**config.mk**
```make
export PLATFORM = sky130hd
export DESIGN_NAME = dynamic_priority_scheduler
export DESIGN_NICKNAME = d
export VERILOG_FILES = /design/src/rtl/dps_pkg.sv /design/src/rtl/dps_engine.sv /design/src/rtl/dynamic_priority_scheduler.sv
export SDC_FILE = /design/constraint.sdc
export NUM_CORES = 1
export LEC_CHECK = 0
export BUFFER_PORTS_ARGS = -buffer_cell sky130_fd_sc_hd__buf_2
export CORE_ASPECT_RATIO = 1.5
export CORE_MARGIN = 4
export CORE_UTILIZATION = 42
export CTS_BUF_LIST = sky130_fd_sc_hd__clkbuf_4 sky130_fd_sc_hd__clkbuf_8 sky130_fd_sc_hd__clkbuf_16
export CTS_CLUSTER_DIAMETER = 200
export DETAILED_ROUTE_END_ITERATION = 10
export PLACE_DENSITY = 0.56
export SYNTH_ARGS = -nofsm -noshare
export SYNTH_HDL_FRONTEND = slang
export SYNTH_SLANG_ARGS = --single-unit
```
**constraint.sdc**
```tcl
create_clock -name clk_i -period 11 [get_ports clk_i]
set_input_delay 0.55 -clock clk_i [delete_from_list [all_inputs] [get_ports clk_i]]
set_output_delay 0.55 -clock clk_i [all_outputs]
set_load 0.02 [all_outputs]
```
**src/rtl/dps_pkg.sv**
```systemverilog
// ----------------------------------------------------------------------------
// Dynamic priority scheduler package
// Shared types, codes and defaults for the ready queue scheduler.
// ----------------------------------------------------------------------------
`default_nettype none

package dps_pkg;

  localparam int unsigned QUEUE_DEPTH = 16;

  localparam logic signed [7:0] PRIO_MIN = 8'sh80;

  typedef enum logic {
    KIND_ADD  = 1'b0,
    KIND_TICK = 1'b1
  } kind_e;

  typedef enum logic [2:0] {
    ST_ADDED     = 3'd0,
    ST_FULL      = 3'd1,
    ST_REQUEUED  = 3'd2,
    ST_FINISHED  = 3'd3,
    ST_EMPTY     = 3'd4
  } status_e;

  typedef enum logic [1:0] {
    ENG_IDLE,
    ENG_HEAD,
    ENG_WALK,
    ENG_PUT
  } eng_state_e;

  typedef struct packed {
    kind_e             kind;
    logic [7:0]        proc_id;
    logic signed [7:0] priority_req;
    logic [7:0]        need_time;
  } in_beat_t;

  typedef struct packed {
    status_e           status;
    logic [7:0]        ran_id;
    logic signed [7:0] ran_priority;
    logic [7:0]        ran_time;
    logic [4:0]        queue_count;
  } out_beat_t;

  typedef struct packed {
    logic [7:0]        id;
    logic signed [7:0] prio;
    logic [7:0]        need;
    logic [7:0]        rtime;
  } entry_t;

endpackage

`default_nettype wire

```
**src/rtl/dps_engine.sv**
```systemverilog
// ----------------------------------------------------------------------------
// Dynamic priority scheduler engine
// Circular ready queue in a one-port-write, one-port-read memory. Pops read
// the head; inserts walk from the tail toward the head, moving one entry back
// per cycle until the new entry finds its place.
// ----------------------------------------------------------------------------
`default_nettype none

module dps_engine #(
  parameter int unsigned QueueDepth = dps_pkg::QUEUE_DEPTH
) (
  input  wire                 clk_i,
  input  wire                 rst_ni,
  input  wire                 start_i,
  input  dps_pkg::in_beat_t   req_i,
  output logic                idle_o,
  output logic                done_o,
  output dps_pkg::out_beat_t  res_o
);

  localparam int unsigned AW = $clog2(QueueDepth);
  localparam int unsigned CW = $clog2(QueueDepth + 1);

  dps_pkg::eng_state_e state_q, state_d;
  logic [AW-1:0]       head_q, head_d;
  logic [CW-1:0]       count_q, count_d;
  logic [AW-1:0]       pos_q, pos_d;
  dps_pkg::entry_t     new_q, new_d;
  dps_pkg::out_beat_t  res_q, res_d;

  dps_pkg::entry_t     mem_q [QueueDepth];
  dps_pkg::entry_t     rdata_q;
  logic                wen;
  logic [AW-1:0]       waddr;
  logic [AW-1:0]       raddr;
  dps_pkg::entry_t     wdata;

  logic [7:0]          rt_inc;
  logic [CW+4:0]       cnt_ext;

  function automatic logic [AW-1:0] phys(input logic [AW-1:0] head,
                                         input logic [AW-1:0] lpos);
    logic [AW:0] s;
    s = {1'b0, head} + {1'b0, lpos};
    if (s >= (AW+1)'(QueueDepth)) begin
      s = s - (AW+1)'(QueueDepth);
    end
    return s[AW-1:0];
  endfunction

  always_ff @(posedge clk_i) begin
    if (wen) begin
      mem_q[waddr] <= wdata;
    end
    rdata_q <= mem_q[raddr];
  end

  always_ff @(posedge clk_i or negedge rst_ni) begin
    if (!rst_ni) begin
      state_q <= dps_pkg::ENG_IDLE;
      head_q  <= '0;
      count_q <= '0;
    end else begin
      state_q <= state_d;
      head_q  <= head_d;
      count_q <= count_d;
    end
  end

  always_ff @(posedge clk_i) begin
    pos_q <= pos_d;
    new_q <= new_d;
    res_q <= res_d;
  end

  assign rt_inc = rdata_q.rtime + 8'd1;

  always_comb begin
    state_d = state_q;
    unique case (state_q)
      dps_pkg::ENG_IDLE: begin
        if (start_i) begin
          if (req_i.kind == dps_pkg::KIND_ADD) begin
            if (count_q != CW'(QueueDepth)) begin
              state_d = (count_q == '0) ? dps_pkg::ENG_PUT : dps_pkg::ENG_WALK;
            end
          end else if (count_q != '0) begin
            state_d = dps_pkg::ENG_HEAD;
          end
        end
      end
      dps_pkg::ENG_HEAD: begin
        if (rt_inc >= rdata_q.need) begin
          state_d = dps_pkg::ENG_IDLE;
        end else if (count_q == CW'(1)) begin
          state_d = dps_pkg::ENG_PUT;
        end else begin
          state_d = dps_pkg::ENG_WALK;
        end
      end
      dps_pkg::ENG_WALK: begin
        if (rdata_q.prio >= new_q.prio) begin
          state_d = dps_pkg::ENG_IDLE;
        end else if (pos_q == AW'(1)) begin
          state_d = dps_pkg::ENG_PUT;
        end
      end
      dps_pkg::ENG_PUT: begin
        state_d = dps_pkg::ENG_IDLE;
      end
      default: state_d = dps_pkg::ENG_IDLE;
    endcase
  end

  always_comb begin
    head_d  = head_q;
    count_d = count_q;
    pos_d   = pos_q;
    new_d   = new_q;
    res_d   = res_q;
    wen     = 1'b0;
    waddr   = phys(head_q, pos_q);
    wdata   = new_q;
    raddr   = head_q;
    done_o  = 1'b0;
    unique case (state_q)
      dps_pkg::ENG_IDLE: begin
        if (start_i) begin
          res_d = '0;
          if (req_i.kind == dps_pkg::KIND_ADD) begin
            if (count_q == CW'(QueueDepth)) begin
              res_d.status = dps_pkg::ST_FULL;
              done_o       = 1'b1;
            end else begin
              res_d.status = dps_pkg::ST_ADDED;
              new_d        = '{id: req_i.proc_id, prio: req_i.priority_req,
                               need: req_i.need_time, rtime: 8'd0};
              pos_d        = count_q[AW-1:0];
              raddr        = phys(head_q, pos_d - AW'(1));
            end
          end else if (count_q == '0) begin
            res_d.status = dps_pkg::ST_EMPTY;
            done_o       = 1'b1;
          end
        end
      end
      dps_pkg::ENG_HEAD: begin
        head_d             = (head_q == AW'(QueueDepth - 1)) ? '0 : head_q + AW'(1);
        count_d            = count_q - CW'(1);
        res_d.ran_id       = rdata_q.id;
        res_d.ran_priority = rdata_q.prio;
        res_d.ran_time     = rt_inc;
        if (rt_inc >= rdata_q.need) begin
          res_d.status = dps_pkg::ST_FINISHED;
          done_o       = 1'b1;
        end else begin
          res_d.status = dps_pkg::ST_REQUEUED;
          new_d        = '{id: rdata_q.id,
                           prio: (rdata_q.prio == dps_pkg::PRIO_MIN) ?
                                 rdata_q.prio : rdata_q.prio - 8'sd1,
                           need: rdata_q.need, rtime: rt_inc};
          pos_d        = count_d[AW-1:0];
          raddr        = phys(head_d, pos_d - AW'(1));
        end
      end
      dps_pkg::ENG_WALK: begin
        wen = 1'b1;
        if (rdata_q.prio >= new_q.prio) begin
          count_d = count_q + CW'(1);
          done_o  = 1'b1;
        end else begin
          wdata = rdata_q;
          pos_d = pos_q - AW'(1);
          raddr = phys(head_q, pos_q - AW'(2));
        end
      end
      dps_pkg::ENG_PUT: begin
        wen     = 1'b1;
        count_d = count_q + CW'(1);
        done_o  = 1'b1;
      end
      default: ;
    endcase
  end

  assign cnt_ext = {5'b0, count_d};

  always_comb begin
    res_o             = res_d;
    res_o.queue_count = cnt_ext[4:0];
  end

  assign idle_o = (state_q == dps_pkg::ENG_IDLE);

endmodule

`default_nettype wire

```
**src/rtl/dynamic_priority_scheduler.sv**
```systemverilog
// An add walks the queue from its tail toward its place, and a tick pops the head
// and may reinsert it; full adds and empty ticks finish in the cycle they are
// accepted. The insert walk through the queue memory moves one entry per cycle.
// Results pass the skid register, then the output register; one more item is taken
// while a result waits. Reset empties the queue at once; there is no memory sweep.
// ----------------------------------------------------------------------------
// Dynamic priority scheduler
// Priority-ordered ready queue with add and tick operations and a skid
// register between the engine and the result channel.
// ----------------------------------------------------------------------------
`default_nettype none

module dynamic_priority_scheduler #(
  parameter int unsigned QueueDepth = dps_pkg::QUEUE_DEPTH
) (
  input  wire                 clk_i,
  input  wire                 rst_ni,
  input  wire                 in_valid_i,
  output logic                in_ready_o,
  input  dps_pkg::in_beat_t   in_data_i,
  output logic                out_valid_o,
  input  wire                 out_ready_i,
  output dps_pkg::out_beat_t  out_data_o
);

  logic               eng_idle;
  logic               eng_done;
  dps_pkg::out_beat_t eng_res;
  logic               start;

  logic               pend_q, pend_d;
  dps_pkg::out_beat_t pend_data_q, pend_data_d;
  logic               out_valid_q, out_valid_d;
  dps_pkg::out_beat_t out_data_q, out_data_d;

  assign in_ready_o = eng_idle && !pend_q;
  assign start      = in_valid_i && in_ready_o;

  dps_engine #(
    .QueueDepth(QueueDepth)
  ) u_engine (
    .clk_i  (clk_i),
    .rst_ni (rst_ni),
    .start_i(start),
    .req_i  (in_data_i),
    .idle_o (eng_idle),
    .done_o (eng_done),
    .res_o  (eng_res)
  );

  always_comb begin
    pend_d      = pend_q;
    pend_data_d = pend_data_q;
    out_valid_d = out_valid_q;
    out_data_d  = out_data_q;
    if (out_ready_i) begin
      out_valid_d = 1'b0;
    end
    if (pend_q && (!out_valid_q || out_ready_i)) begin
      out_valid_d = 1'b1;
      out_data_d  = pend_data_q;
      pend_d      = 1'b0;
    end
    if (eng_done) begin
      pend_d      = 1'b1;
      pend_data_d = eng_res;
    end
  end

  always_ff @(posedge clk_i or negedge rst_ni) begin
    if (!rst_ni) begin
      pend_q      <= 1'b0;
      out_valid_q <= 1'b0;
    end else begin
      pend_q      <= pend_d;
      out_valid_q <= out_valid_d;
    end
  end

  always_ff @(posedge clk_i) begin
    pend_data_q <= pend_data_d;
    out_data_q  <= out_data_d;
  end

  assign out_valid_o = out_valid_q;
  assign out_data_o  = out_data_q;

endmodule

`default_nettype wire

```
## After elaboration in Yosys (flattened, before gate mapping)

Memories as Yosys holds them, arrays and structs flattened. A register that Yosys moved wholly into a read port is not among the register bits.
Cells that the tools add are included.

| word-level totals | value |
|---|---|
| register bits after elaboration | 140 |
| memory bits (writable) | 512 |
| input bits | 29 |
| output and inout port bits | 34 |
| logic and storage cells | 139 |
| memories kept | 1 |

Memory list:

| memory | depth | width | rd ports | clocked after memory_dff | wr ports | RTL line | source |
|---|---|---|---|---|---|---|---|
| u_engine.mem_q | 16 | 32 | 1 | 1 | 1 | dps_engine.sv:31 | `dps_pkg::entry_t mem_q [QueueDepth];` |

| cells by class | value |
|---|---|
| add/subtract/negate cells | 17 |
| $lt $le $gt $ge | 6 |
| eq/ne operators | 17 |
| multiplexer cells | 57 |
| reductions and logical operators | 17 |

Operator list:

| operator | number |
|---|---|
| $mux W32 | 7 |
| $pmux W32 S2 | 1 |
| $mux W4 | 15 |
| $pmux W27 S2 | 1 |
| $sub A4 B1 Y4 const B | 7 |
| $pmux W4 S3 | 2 |
| $add A4 B4 Y5 | 4 |
| $ge A5 B5 Y1 const B | 4 |
| $mux W1 | 17 |
| $ge A8 B8 Y1 | 2 |
| $pmux W5 S3 | 1 |
| $mux W2 | 7 |
| $add A8 B1 Y8 const B | 1 |
| $eq A8 B8 Y1 const B | 1 |
| $mux W8 | 1 |
| $ne A2 B2 Y1 const B | 4 |
| $pmux W2 S4 | 1 |
| $sub A8 B2 Y8 const B | 1 |
| $mux W3 | 2 |
| $ne A3 B2 Y1 const B | 2 |
| $reduce_and A6 Y1 | 1 |
| $reduce_bool A2 Y1 | 3 |
| $add A5 B1 Y5 const B | 1 |
| $eq A5 B1 Y1 const B | 1 |
| 23 further kinds | 27 |

## Depth between registers and ports, before layout

| logic depth | value |
|---|---|
| depth after elaboration | 8 |
| depth in mapped cells | 17 |
| gate-level depth less buffers | 14 |

## By module

From an unflattened synthesis, not the netlist that was laid out.

| unflattened totals | value |
|---|---|
| cells, all modules | 1894 |
| area total of the unflattened synthesis | 27853.0 sq um |

By module, submodules not included:

| module | times used | cells an instance | area each (sq um) | seq. area each (sq um) |
|---|---|---|---|---|
| dps_engine | 1 | 1821 | 25831.0 | 17912.2 |
| dynamic_priority_scheduler | 1 | 73 | 2021.9 | 1971.9 |

## Worst setup path before layout

Ideal clock, no wire load.

| timing path | value |
|---|---|
| path type | register to register |
| start | register u_engine.count_q[0] |
| end | register, netlist name u_engine.rdata_q[0] |
| setup time | 0.118 ns |
| arrival time | 3.425 ns |
| data required time | 10.882 ns |
| slack | 7.457 ns |
| cell stages (with the launch flop) | 17 |
| path buffers | 3 |
| clock period less this slack | 3.543 ns |
| path through | dfrtp_1 -> buf_2 -> inv_1 -> ha_1 -> xor2_2 -> ha_1 -> a21oi_1 -> a211oi_1 -> o21ai_1 -> mux2_4 -> a221o_2 -> nor3_4 -> and2_0 -> buf_2 -> buf_6 -> a22o_1 -> nor3_2 |

| on the way | value |
|---|---|
| word-level cells in the longest chain between the ends | 8 |
| elaborated cells between the ends (all ways) | 17 |
| those cells by class | add/sub: 7; order compare: 2; eq/ne: 1; mux: 7 |

Ends and longest elaborated chain:

| element | RTL line | source |
|---|---|---|
| start, declared | dps_engine.sv:26 | `logic [CW-1:0] count_q, count_d;` |
| start signal, assigned | dps_engine.sv:66 | `count_q <= count_d;` |
| parallel branches: the longest is 7 deep, another holds $sub A5 B1 Y5 | -- |  |
| $pmux W4 S3 * | dps_engine.sv:126 | `unique case (state_q)` |

Mark *: on every way between the ends.
A chain may end at the register's enable or synchronous reset.

## Worst setup path after layout

| timing path | value |
|---|---|
| start | register u_engine.new_q[23] in the netlist's numbering |
| end | register, netlist name u_engine.rdata_q[18] |

| on the way | value |
|---|---|
| word-level cells in the longest chain between the ends | 3 |

Ends and longest elaborated chain:

| element | RTL line | source |
|---|---|---|
| start, declared | dps_engine.sv:28 | `dps_pkg::entry_t new_q, new_d;` |
| start signal, assigned | dps_engine.sv:72 | `new_q <= new_d;` |
| $ge A8 B8 Y1 | dps_engine.sv:168 | `if (rdata_q.prio >= new_q.prio) begin` |
| $mux W4 | dps_engine.sv:168 |  |
| $pmux W4 S3 | dps_engine.sv:126 |  |

No other way between the ends.

==> results.cfg <==
[sta]
slew_headroom_pct = 23.58
setup_viol = 0
setup_ws_ps = 4447
slew_viol_final = 0
min_period_ps = 6553
tightest_slew_ps = 1146
rsz0062_at_grt = no
fmax_ghz = 0.1526
finalHoldViolCount = 0
finalSetupTns_ps = 0
fin_crit_sh_pct = 59.58
fin_worst_skew_ps = 19.96

[critical_path]
worstSetupEndpointType = flop
required_ps = 11530
cpPeakStageDelay_ps = 1210
worstPathCellList = inv_1 -> ha_1 -> or3b_1 -> a22oi_1 -> o221a_2 -> nor2b_1 -> nand3_4 -> nand2_4 -> buf_4 -> mux2i_1 -> a32o_1 -> nor3_2
crit_type = reg -> reg
r2r_cells = 12
cp_max_fo = 70
crit_arrival_ps = 7080
startpoint_type = flop
crit_slowest_cell = nand2_4

[die]
pin_count = 63
die_w_um = 219.7
die_area_um2 = 71500
core_um2 = 66620
num_rows = 116
fp.dieH_um = 325.5
start_util_pct = 42.37

[job]
maxCapViolCount = 0

[logic_synthesis]
yosysWarnings = 0
async_flop_share_pct = 1.901
synth.largest_area_cell = edfxtp_1
synth_seq_area_share_pct = 70.44
synth_top_area_share_pct = 65.11
yosys-top-cells-count = edfxtp_1, nand3_1, o21ai_0
synth_area_um2 = 28230
synth.most_common_cell = edfxtp_1
synth-edff-count = 612
synth_flop_cell = edfxtp_1
syn_inst = 1945
ys_ff_latch = 684
synth_area_per_cell_um2 = 14.51
synth_fp_nets = 2020
ys_types = 85
synth.area.top_cells = edfxtp_1, nand3_1, dfxtp_1

[global_route]
grt_max_degree = 75
grt_overflow = 0
grt_pass1_wl_um = 108500
grt_pass1_vias = 17000
antenna_found_initial = 1
grtUsageTotal_pct = 20.18

[clock_tree]
cts_setup_buffers = 0
path_clk_slew_ps = 70
ctsResizeCount = 0
clock-sinks = 684
cts_tree = yes
cts_hold_buf = 1
clk_latency_ps = 650
root_buffer = clkbuf_16
cts_buffers = 61
cts_buffer_depth = 3
htree_levels = 2

[routing]
wl_per_cell_um = 25.05
num_vias = 16890
ant_nets = 0
initialDrtViolationCount = 1555
via_per_inst = 5.784
totalWireLength_um = 73180
drcViolationCount = 0
firstDrtPassIters = 5

[finish]
synthToLayoutAreaGrowth_pct = 12.01
drive_gt1_share_pct = 16.36
fin_nets = 2059
register_area_um2 = 19880
final_core_util_pct = 47.46
n_fill_cell = 5721
multiInputGateArea_um2 = 7754

[place]
io_buffers = 62
gp_congestion = 0.7930
post-place-ws_ps = 4468
hpwlAfterDp_um = 40450

[status]
outcome = complete, no violations

[hold_path]
hold_path_depth = 2
min_path_type = in -> reg
-- kinds of logic (layout without fill, tap and decap cells) --
logic type,count (synthesis),after routing,synth area share (%)
xor gates and xnor gates,34,34,1.082
other,0,1,0
buffers and inverters,168,258,2.775
and+or+nand+nor,511,511,9.388
adders and majority gates,46,46,2.145
muxes,138,138,5.133
AOI/OAI and AO/OA,364,364,9.034
DFF,684,684,70.44
-- sequential cells by signal, summed over array words and instances (netlist names) --
name              count
pend_q                1
u_engine.rdata_q     32
u_engine.res_q       27
u_engine.pos_q        4
u_engine.new_q       32
out_valid_o           1
u_engine.head_q       4
pend_data_q          32
u_engine.state_q      2
out_data_o           32
u_engine.count_q      5
u_engine.mem_q      512
-- critical path: cells and delay by family (launching register included) --
family | cells | cell delay, ps
and+or+nand+nor | 5 | 3700
buffers and inverters | 2 | 930
AOI/OAI and AO/OA | 3 | 870
DFF | 1 | 340
adders and majority gates | 1 | 280
muxes | 1 | 190
-- layout make-up --
cell class / count / area share, %
timing repair buffer: 108 / 2.082
clock buffer: 84 / 5.552
multi-input combinational: 1093 / 24.52
sequential: 684 / 62.89
clock inverter: 30 / 1.013
antenna: 1 / 0.007915
inverter: 36 / 0.4274
tap: 885 / 3.502
-- metal layers --
layer	up-vias	part of all wire (%)	GRT usage [%]
met3	136	5.3	3.140
met1	8673	39	24.42
met2	513	53	36.48
met5	-	0.018	0
li1	7570	-	-
met4	2	3.2	6.761
-- metrics by stage --
| stage | hold WS, ps | instances | instance area, um^2 |
|---|---|---|---|
| after detailed placement | 404.5 | 2805 | 29530 |
| after global placement | 400.8 | 2805 | 29530 |
| final | 195.7 | 2921 | 31620 |
| after CTS | 149.4 | 2920 | 31610 |
| after global routing | 172.5 | 2920 | 31610 |
| after floorplan | 254.4 | 1945 | 28230 |
-- final timing paths --
| check | endpoint | slack, ps | startpoint |
|---|---|---|---|
| worst max-delay path | u_engine.rdata_q[18]$_DFF_P_ | 4450 | u_engine.new_q[23]$_DFFE_PP_ |
| worst min-delay path | u_engine.new_q[22]$_DFFE_PP_ | 200 | in_data_i[14] |
| worst max register to register | u_engine.rdata_q[18]$_DFF_P_ | 4450 | u_engine.new_q[23]$_DFFE_PP_ |
| worst min register to register | out_data_o[3]$_DFFE_PP_ | 420 | pend_data_q[3]$_DFFE_PP_ |
| max in group asynchronous | u_engine.count_q[2]$_DFF_PN0_ | 10410 | rst_ni |
| min in group asynchronous | u_engine.state_q[0]$_DFFE_PN0P_ | 340 | rst_ni |
-- cell usage in the layout (no fill, tap or decap), drive strengths merged, types with 40 or more instances in the layout --
cell type / count
mux2: 41
o21ai: 154
mux2i: 96
dfxtp: 59
a22o: 45
edfxtp: 612
clkbuf: 84
ha: 42
nand3: 265
nor3: 40
nand2: 117
buf: 107
nor2: 40
Power is left out: the tool's default activity adds up to more than one toggle a clock period on the data nets, which glitch-free logic cannot reach.
